## src/rtl/core/gra_pkg.sv

```systemverilog
// ----------------------------------------------------------------------------
// gra_pkg
// Shared types and constants of the grid rectangle allocator: word layouts,
// operation and status codes, controller states and the command and status
// groups that pass between the controller and the datapath.
// ----------------------------------------------------------------------------
package gra_pkg;

   localparam int FUNC_W     = 3;
   localparam int POS_W      = 6;
   localparam int WID_W      = 5;
   localparam int HGT_W      = 7;
   localparam int TID_W      = 12;
   localparam int STAT_W     = 3;
   localparam int FCOL_W     = 4;
   localparam int FROW_W     = 6;
   localparam int USED_W     = 11;
   localparam int COLS_REG_W = 5;
   localparam int ROWS_REG_W = 7;
   localparam int CSR_DATA_W = 7;
   localparam int CSR_IDX_W  = 1;
   localparam int REQ_DATA_W = 40;
   localparam int RSP_DATA_W = 40;
   localparam int SUM_W      = 10;

   localparam logic [FUNC_W-1:0] FUNC_PLACE  = 3'd0;
   localparam logic [FUNC_W-1:0] FUNC_AUTO   = 3'd1;
   localparam logic [FUNC_W-1:0] FUNC_REMOVE = 3'd2;
   localparam logic [FUNC_W-1:0] FUNC_MOVE   = 3'd3;
   localparam logic [FUNC_W-1:0] FUNC_QUERY  = 3'd4;
   localparam logic [FUNC_W-1:0] FUNC_CLEAR  = 3'd5;

   localparam logic [CSR_IDX_W-1:0] CSR_COLUMNS = 1'd0;
   localparam logic [CSR_IDX_W-1:0] CSR_ROWS    = 1'd1;

   typedef enum logic [STAT_W-1:0] {
      STAT_OK,
      STAT_BOUNDS,
      STAT_NO_FIT,
      STAT_UNKNOWN_ID,
      STAT_EXHAUSTED,
      STAT_EMPTY
   } stat_code_type;

   typedef enum logic [2:0] {
      CUR_HOLD,
      CUR_REQ,
      CUR_ORIGIN,
      CUR_REC,
      CUR_MOVE
   } cur_sel_type;

   typedef enum logic [1:0] {
      PAINT_ZERO,
      PAINT_NEW,
      PAINT_TARGET
   } paint_sel_type;

   typedef enum logic [1:0] {
      OWN_ZERO,
      OWN_NEW,
      OWN_TARGET,
      OWN_CELL
   } own_sel_type;

   typedef enum logic [1:0] {
      POS_ZERO,
      POS_CURSOR,
      POS_RECORD
   } pos_sel_type;

   typedef enum logic [3:0] {
      ST_SWEEP,
      ST_IDLE,
      ST_DISPATCH,
      ST_WIPE,
      ST_FIT_RD,
      ST_FIT_CHK,
      ST_PAINT,
      ST_REC_WAIT,
      ST_LIVE_RD,
      ST_LIVE_CHK,
      ST_UNPAINT,
      ST_QRY_WAIT,
      ST_QRY_REC,
      ST_FINISH
   } state_type;

   typedef struct packed {
      logic          load;
      cur_sel_type   cur_sel;
      logic          off_clr;
      logic          off_step;
      logic          corner_step;
      logic          cell_rd_cur;
      logic          cell_rd_query;
      logic          paint_load;
      paint_sel_type paint_sel;
      logic          cell_wr;
      logic          sweep_clr;
      logic          sweep_step;
      logic          rec_rd_target;
      logic          rec_rd_cell;
      logic          rec_wr;
      logic          id_take;
      logic          occ_add;
      logic          occ_sub;
      logic          occ_clr;
      logic          res_wr;
      stat_code_type res_status;
      own_sel_type   res_owner;
      pos_sel_type   res_pos;
      logic          out_load;
   } dp_cmd_type;

   typedef struct packed {
      logic [FUNC_W-1:0] func;
      logic              cfg_wr;
      logic              out_free;
      logic              place_oob;
      logic              auto_oob;
      logic              move_oob;
      logic              query_oob;
      logic              tid_bad;
      logic              cell_zero;
      logic              cell_is_target;
      logic              off_last;
      logic              corner_last;
      logic              exhausted;
      logic              sweep_last;
   } dp_stat_type;

endpackage

```

## src/rtl/core/gra_ctrl.sv

```systemverilog
// ----------------------------------------------------------------------------
// gra_ctrl
// Controller of the grid rectangle allocator. Sequences clearing passes, fit
// scans, painting and record lookups by issuing commands to the datapath.
// ----------------------------------------------------------------------------
module gra_ctrl
   import gra_pkg::*;
(
   input  logic        clock,
   input  logic        reset,
   input  logic        req_tvalid,
   output logic        req_tready,
   input  dp_stat_type stat,
   output dp_cmd_type  cmd
);

   state_type state_ff;
   state_type state_in;

   always_ff @(posedge clock) begin
      if (reset) begin
         state_ff <= ST_SWEEP;
      end else begin
         state_ff <= state_in;
      end
   end

   always_comb begin
      state_in   = state_ff;
      cmd        = '0;
      req_tready = 1'b0;
      unique case (state_ff)
         ST_SWEEP: begin
            if (stat.cfg_wr) begin
               cmd.sweep_clr = 1'b1;
               cmd.occ_clr   = 1'b1;
            end else begin
               cmd.sweep_step = 1'b1;
               if (stat.sweep_last) begin
                  state_in = ST_IDLE;
               end
            end
         end
         ST_IDLE: begin
            req_tready = !stat.cfg_wr;
            if (stat.cfg_wr) begin
               cmd.sweep_clr = 1'b1;
               cmd.occ_clr   = 1'b1;
               state_in      = ST_SWEEP;
            end else if (req_tvalid) begin
               cmd.load = 1'b1;
               state_in = ST_DISPATCH;
            end
         end
         ST_DISPATCH: begin
            case (stat.func) inside
               FUNC_PLACE: begin
                  if (stat.place_oob) begin
                     cmd.res_wr     = 1'b1;
                     cmd.res_status = STAT_BOUNDS;
                     state_in       = ST_FINISH;
                  end else begin
                     cmd.cur_sel = CUR_REQ;
                     cmd.off_clr = 1'b1;
                     state_in    = ST_FIT_RD;
                  end
               end
               FUNC_AUTO: begin
                  if (stat.auto_oob) begin
                     cmd.res_wr     = 1'b1;
                     cmd.res_status = STAT_BOUNDS;
                     state_in       = ST_FINISH;
                  end else begin
                     cmd.cur_sel = CUR_ORIGIN;
                     cmd.off_clr = 1'b1;
                     state_in    = ST_FIT_RD;
                  end
               end
               FUNC_REMOVE, FUNC_MOVE: begin
                  if (stat.tid_bad) begin
                     cmd.res_wr     = 1'b1;
                     cmd.res_status = STAT_UNKNOWN_ID;
                     state_in       = ST_FINISH;
                  end else begin
                     cmd.rec_rd_target = 1'b1;
                     state_in          = ST_REC_WAIT;
                  end
               end
               FUNC_QUERY: begin
                  if (stat.query_oob) begin
                     cmd.res_wr     = 1'b1;
                     cmd.res_status = STAT_BOUNDS;
                     state_in       = ST_FINISH;
                  end else begin
                     cmd.cell_rd_query = 1'b1;
                     state_in          = ST_QRY_WAIT;
                  end
               end
               FUNC_CLEAR: begin
                  cmd.sweep_clr = 1'b1;
                  cmd.occ_clr   = 1'b1;
                  state_in      = ST_WIPE;
               end
               default: begin
                  cmd.res_wr     = 1'b1;
                  cmd.res_status = STAT_OK;
                  state_in       = ST_FINISH;
               end
            endcase
         end
         ST_WIPE: begin
            cmd.sweep_step = 1'b1;
            if (stat.sweep_last) begin
               cmd.res_wr     = 1'b1;
               cmd.res_status = STAT_OK;
               state_in       = ST_FINISH;
            end
         end
         ST_FIT_RD: begin
            cmd.cell_rd_cur = 1'b1;
            state_in        = ST_FIT_CHK;
         end
         ST_FIT_CHK: begin
            if (!stat.cell_zero || (stat.off_last && stat.exhausted)) begin
               cmd.res_status = stat.cell_zero ? STAT_EXHAUSTED : STAT_NO_FIT;
               if (stat.func == FUNC_AUTO && !stat.cell_zero && !stat.corner_last) begin
                  cmd.corner_step = 1'b1;
                  cmd.off_clr     = 1'b1;
                  state_in        = ST_FIT_RD;
               end else if (stat.func == FUNC_MOVE) begin
                  cmd.res_wr     = 1'b1;
                  cmd.res_owner  = OWN_TARGET;
                  cmd.res_pos    = POS_RECORD;
                  cmd.cur_sel    = CUR_REC;
                  cmd.off_clr    = 1'b1;
                  cmd.paint_load = 1'b1;
                  cmd.paint_sel  = PAINT_TARGET;
                  state_in       = ST_PAINT;
               end else begin
                  cmd.res_wr = 1'b1;
                  state_in   = ST_FINISH;
               end
            end else if (!stat.off_last) begin
               cmd.off_step = 1'b1;
               state_in     = ST_FIT_RD;
            end else begin
               cmd.res_wr     = 1'b1;
               cmd.res_status = STAT_OK;
               cmd.res_owner  = OWN_NEW;
               cmd.res_pos    = POS_CURSOR;
               cmd.id_take    = 1'b1;
               cmd.rec_wr     = 1'b1;
               cmd.paint_load = 1'b1;
               cmd.paint_sel  = PAINT_NEW;
               cmd.off_clr    = 1'b1;
               cmd.occ_add    = (stat.func != FUNC_MOVE);
               state_in       = ST_PAINT;
            end
         end
         ST_PAINT: begin
            cmd.cell_wr  = 1'b1;
            cmd.off_step = 1'b1;
            if (stat.off_last) begin
               state_in = ST_FINISH;
            end
         end
         ST_REC_WAIT: begin
            cmd.cur_sel = CUR_REC;
            cmd.off_clr = 1'b1;
            state_in    = ST_LIVE_RD;
         end
         ST_LIVE_RD: begin
            cmd.cell_rd_cur = 1'b1;
            state_in        = ST_LIVE_CHK;
         end
         ST_LIVE_CHK: begin
            if (!stat.cell_is_target) begin
               cmd.res_wr     = 1'b1;
               cmd.res_status = STAT_UNKNOWN_ID;
               state_in       = ST_FINISH;
            end else begin
               cmd.paint_load = 1'b1;
               cmd.paint_sel  = PAINT_ZERO;
               state_in       = ST_UNPAINT;
               if (stat.func == FUNC_REMOVE) begin
                  cmd.res_wr     = 1'b1;
                  cmd.res_status = STAT_OK;
                  cmd.res_owner  = OWN_TARGET;
                  cmd.res_pos    = POS_RECORD;
                  cmd.occ_sub    = 1'b1;
               end
            end
         end
         ST_UNPAINT: begin
            cmd.cell_wr  = 1'b1;
            cmd.off_step = 1'b1;
            if (stat.off_last) begin
               if (stat.func == FUNC_REMOVE) begin
                  state_in = ST_FINISH;
               end else if (stat.move_oob) begin
                  cmd.res_wr     = 1'b1;
                  cmd.res_status = STAT_BOUNDS;
                  cmd.res_owner  = OWN_TARGET;
                  cmd.res_pos    = POS_RECORD;
                  cmd.cur_sel    = CUR_REC;
                  cmd.off_clr    = 1'b1;
                  cmd.paint_load = 1'b1;
                  cmd.paint_sel  = PAINT_TARGET;
                  state_in       = ST_PAINT;
               end else begin
                  cmd.cur_sel = CUR_MOVE;
                  cmd.off_clr = 1'b1;
                  state_in    = ST_FIT_RD;
               end
            end
         end
         ST_QRY_WAIT: begin
            if (stat.cell_zero) begin
               cmd.res_wr     = 1'b1;
               cmd.res_status = STAT_EMPTY;
               state_in       = ST_FINISH;
            end else begin
               cmd.rec_rd_cell = 1'b1;
               state_in        = ST_QRY_REC;
            end
         end
         ST_QRY_REC: begin
            cmd.res_wr     = 1'b1;
            cmd.res_status = STAT_OK;
            cmd.res_owner  = OWN_CELL;
            cmd.res_pos    = POS_RECORD;
            state_in       = ST_FINISH;
         end
         ST_FINISH: begin
            if (stat.out_free) begin
               cmd.out_load = 1'b1;
               state_in     = ST_IDLE;
            end
         end
         default: begin
            state_in = ST_IDLE;
         end
      endcase
   end

endmodule

```

## config.mk

```make
export PLATFORM = sky130hd
export DESIGN_NAME = gra_ctrl
export DESIGN_NICKNAME = d
export VERILOG_FILES = /design/src/rtl/core/gra_pkg.sv /design/src/rtl/core/gra_ctrl.sv
export SDC_FILE = /design/constraint.sdc
export NUM_CORES = 1
export LEC_CHECK = 0
export ABC_AREA = 1
export BUFFER_PORTS_ARGS = -buffer_cell sky130_fd_sc_hd__buf_4
export CORE_MARGIN = 4
export CORE_UTILIZATION = 41
export CTS_CLUSTER_SIZE = 40
export DETAILED_ROUTE_END_ITERATION = 12
export GPL_ROUTABILITY_DRIVEN = 0
export HOLD_SLACK_MARGIN = 0.1
export PLACE_DENSITY = 0.74
export SYNTH_ARGS = -nofsm -noshare
export SYNTH_HDL_FRONTEND = slang
export SYNTH_SLANG_ARGS = --single-unit
```

## constraint.sdc

```tcl
create_clock -name clock -period 1.5 [get_ports clock]
set_clock_uncertainty 0.05 [all_clocks]
set_input_delay 0.225 -clock clock [delete_from_list [all_inputs] [get_ports clock]]
set_output_delay 0.225 -clock clock [all_outputs]
set_load 0.02 [all_outputs]
```

==> flow_summary_export.csv, run 1 <==
group,metric,value,unit
sta,crit_endpoint,"cmd[27]",
yosys,synth_compound_area_share,13.1,%
yosys,yosys.area_share.adder,0,%
cts,h-tree-depth,1,
yosys,synthFlopType,"dfxtp_1",
cts,cts_made_buffers,3,
status,status,"aborted with a tool error",
yosys,yosys.area_share.simple,61.4,%
die,die_x,57.2,µm
yosys,synth_cell_type_count,26,
place,dpl_cell_area,1710,µm²
place,portBuffers,50,
cts,clockRootBuffer,"clkbuf_4",
yosys,ys_async_sr_fraction,0,%
yosys,synthMuxAreaShare,0,%
die,io_pins,51,
global_routing,grt_max_degree,8,
status,failed_stage,"global routing (5_1_grt)",
die,rows,17,
place,dp_hpwl,3300,µm
yosys,synth-seq-cells,4,
yosys,synth_top_cell_area_share,19.3,%
yosys,yosysWarnings,0,
yosys,ys_seq_area_share,8.08,%
die,start_util,44.0,%
yosys,avgSynthCellArea,5.11,µm²
yosys,synth_top_family_by_area,"simple AND/OR/NAND/NOR gates",
sta,endpoint_type,"primary output",
yosys,synth_most_common_cell,"nand2_1",
status,firstError,"[ERROR DPL-0038] Utilization greater than 100%, impossible to legalize",
yosys,synthXorXnorAreaFrac,0,%
yosys,synthCells,194,
yosys,synth_nets,213,
yosys,yosys.area.top_type,"nand2_1",
cts,cts.sinks,4,
yosys,synth_area_leaders,"nand2_1 19%, inv_1 12%, nand3_1 12%",
die,die_y,57.2,µm
yosys,synth_common_cells,"51 x nand2_1, 32 x inv_1, 27 x nor2_1",
yosys,synth-edff-count,0,
cts,clockBufferDepth,2,
yosys,syn_area,991,µm²
[what timing repair did]
| action | 4_1_cts |
|---|---|
| endpoints found under the hold margin | 0 |
| setup endpoints to repair | 36 |
| hold buffers | 0 |
| pin swaps | 27 |
| setup buffers | 19 |
| gates resized for setup | 73 |
[cells by family after synthesis]
family / count (synthesis)
flops: 4
compound gates: 21
buf+inv: 40
simple gates: 129
[stage by stage]
step | instances | hold WS [ps] | utilization (%) | setup TNS [ps] | setup WS (ps)
floorplan | 194 | 237 | - | -458 | -126
global placement | 306 | 355 | 75.9 | -836 | -117
CTS | 327 | 103 | 93.7 | -5090 | -280
detailed placement | 306 | 360 | 75.9 | -2020 | -174
==> run 2, diff against run 1 <==
Settings changed: CORE_UTILIZATION 41 to 27, CTS_CLUSTER_SIZE 40 to default, HOLD_SLACK_MARGIN 0.1 to default, PLACE_DENSITY 0.74 to default, PLACE_DENSITY_LB_ADDON from default to 0.15.
Clock period 1.5 ns to 2 ns, I/O delays scaled along.
==> flow_summary_export.csv, run 2 <==
group,metric,value,unit
finish,fin_area,1580,µm²
die,io_pins,51,
route,drt_pass1_iterations,4,
yosys,synthFlopType,"dfxtp_1",
finish,final_common_cell,"buf_4",
global_routing,grt_max_degree,12,
finish,nets,275,
yosys,ys_seq_area_share,8.08,%
cts,cts.sinks,4,
cts,cts_made_buffers,3,
die,dieArea,4700,µm²
route,post_drt_wl_per_cell,12.1,µm
yosys,synth_common_cells,"51 x nand2_1, 32 x inv_1, 27 x nor2_1",
yosys,avgSynthCellArea,5.11,µm²
die,die_y,68.6,µm
global_routing,antenna_found_initial,0,
yosys,syn_area,991,µm²
route,antenna_left,0,
finish,top_regs,"state_ff (4)",
die,core-area,3440,µm²
status,status,"finished, final reports clean",
sta,finalCritPeriodShare,95.5,%
worst_setup_path,crit_fanout,7,
yosys,synth_top_cell_area_share,19.3,%
worst_setup_path,crit_arrival,1560,ps
route,drc_errors,0,
die,rows,21,
finish,layout_common_cells,"60 x buf_4, 50 x nand2_1, 30 x inv_1",
route,vias_per_cell,4.76,
global_routing,grt_pass1_wl,5690,µm
cts,h-tree-depth,1,
worst_hold_path,hp-class,"primary input to flip-flop",
place,portBuffers,50,
sta,setup_ws,90.8,ps
sta,setup_viol,0,
sta,max_freq,0.524,GHz
global_routing,grt.overflow.total,0,
global_routing,grtUsageTotal,15.7,%
place,dp_slack,90.3,ps
finish,area_growth,59.3,%
finish,top_register,"state_ff",
worst_setup_path,critPathKind,"flip-flop to output port",
cts,clockBufferDepth,2,
route,drt_iter0_drc,71,
sta,hold_ws,204,ps
worst_setup_path,cp-end-kind,"output port",
cts,clk_transition_reported_paths,30,ps
place,dp_hpwl,2990,µm
sta,period_minus_slack,1910,ps
route,route.vias.total,1429,
yosys,synth_nets,213,
yosys,synthCells,194,
cts,clock_latency,220,ps
yosys,yosysWarnings,0,
worst_setup_path,required,1650,ps
die,die_x,68.6,µm
finish,n_antenna_cell,0,
yosys,synth-edff-count,0,
worst_setup_path,cp-start-kind,"flip-flop",
sta,setup_tns,0,ps
yosys,synth_area_leaders,"nand2_1 19%, inv_1 12%, nand3_1 12%",
yosys,synth_most_common_cell,"nand2_1",
power,peakVddDrop,221,µV
power,p_leak,0.910,nW
yosys,synth-seq-cells,4,
yosys,synth_cell_type_count,26,
global_routing,grt_pass1_vias,1297,
sta,slew_violations,0,
die,start_util,28.8,%
sta,slew_headroom,73.6,%
yosys,yosys.area.top_type,"nand2_1",
cts,cts_tree,"yes",
yosys,ys_async_sr_fraction,0,%
cts,clockRootBuffer,"clkbuf_8",
sta,finalHoldViolations,0,
route,routed_wl,3620,µm
flow_run,maxCapViolations,0,
place,dpl_cell_area,1420,µm²
power,p_per_area,506,nW/µm²
finish,largest_reg_flops,4,
sta,worstMarginPinSlew,395,ps
finish,drive_gt1_share,38.6,%
## run 2: kinds of logic (layout without fill, tap and decap cells)
kind of cell	after synthesis	count (layout)	share of synthesized area, %
AOI/OAI and AO/OA	21	21	13.1
DFF	4	4	8.08
buffers and inverters	40	100	17.4
and+or+nand+nor	129	129	61.4
## run 2: cell type report
| cell class | count | area (µm²) |
|---|---|---|
| fillers | 394 | 1860 |
| multi-input cells | 150 | 785 |
| repair buffers | 62 | 473 |
| inverters | 35 | 131 |
| flip-flops and latches | 4 | 91.3 |
| well taps | 46 | 57.6 |
| clock buffers | 3 | 41.3 |
## run 2: worst max-delay path: stages, from the launching register on
cell	delay (ps)
dfxtp_4	340
buf_4	140
nor2_4	160
nand2_4	110
buf_4	160
inv_1	100
a31oi_2	100
nand4_1	90
buf_4	150
## run 2: final timing paths
check | from | endpoint | slack, ps | cells past startpoint
setup / recovery | state_ff[3] | cmd[8] | 90 | 8
hold / removal | reset | state_ff[1] | 200 | 2
setup reg to reg | state_ff[2] | state_ff[0] | 450 | 10
hold reg to reg | state_ff[1] | state_ff[1] | 500 | 2
## run 2: report_power, final
part           internal, W  switching [W]
Clock             0.000128      0.0000428
Sequential        0.000101      0.0000300
Combinational     0.000188       0.000309
## run 2: per-stage QoR
| step | cells | total power (W) | utilization [%] |
|---|---|---|---|
| detailed placement | 290 | 0.000591 | 41.3 |
| global placement | 290 | 0.000592 | 41.3 |
| global route | 300 | 0.000869 | 45.9 |
| finish | 300 | 0.000799 | 45.9 |
| CTS | 293 | 0.000778 | 42.7 |
| floorplan | 194 | 0.000438 | - |
## run 2: routing by layer
metal | track usage, % | up-vias | wire (µm)
met5 | 0 | - | 0
met3 | 1.30 | 6 | 260
met1 | 21.4 | 631 | 1650
met4 | 5.21 | 0 | 59
li1 | - | 743 | -
met2 | 25.9 | 49 | 1640
## run 2: what timing repair did
item	4_1_cts	5_1_grt
setup buffers	0	7
hold buffers	0	0
hold endpoints to repair	0	0
pin swaps	0	7
setup endpoints to repair	11	12
resized for setup	4	17
(Power assumes the default switching activity.)
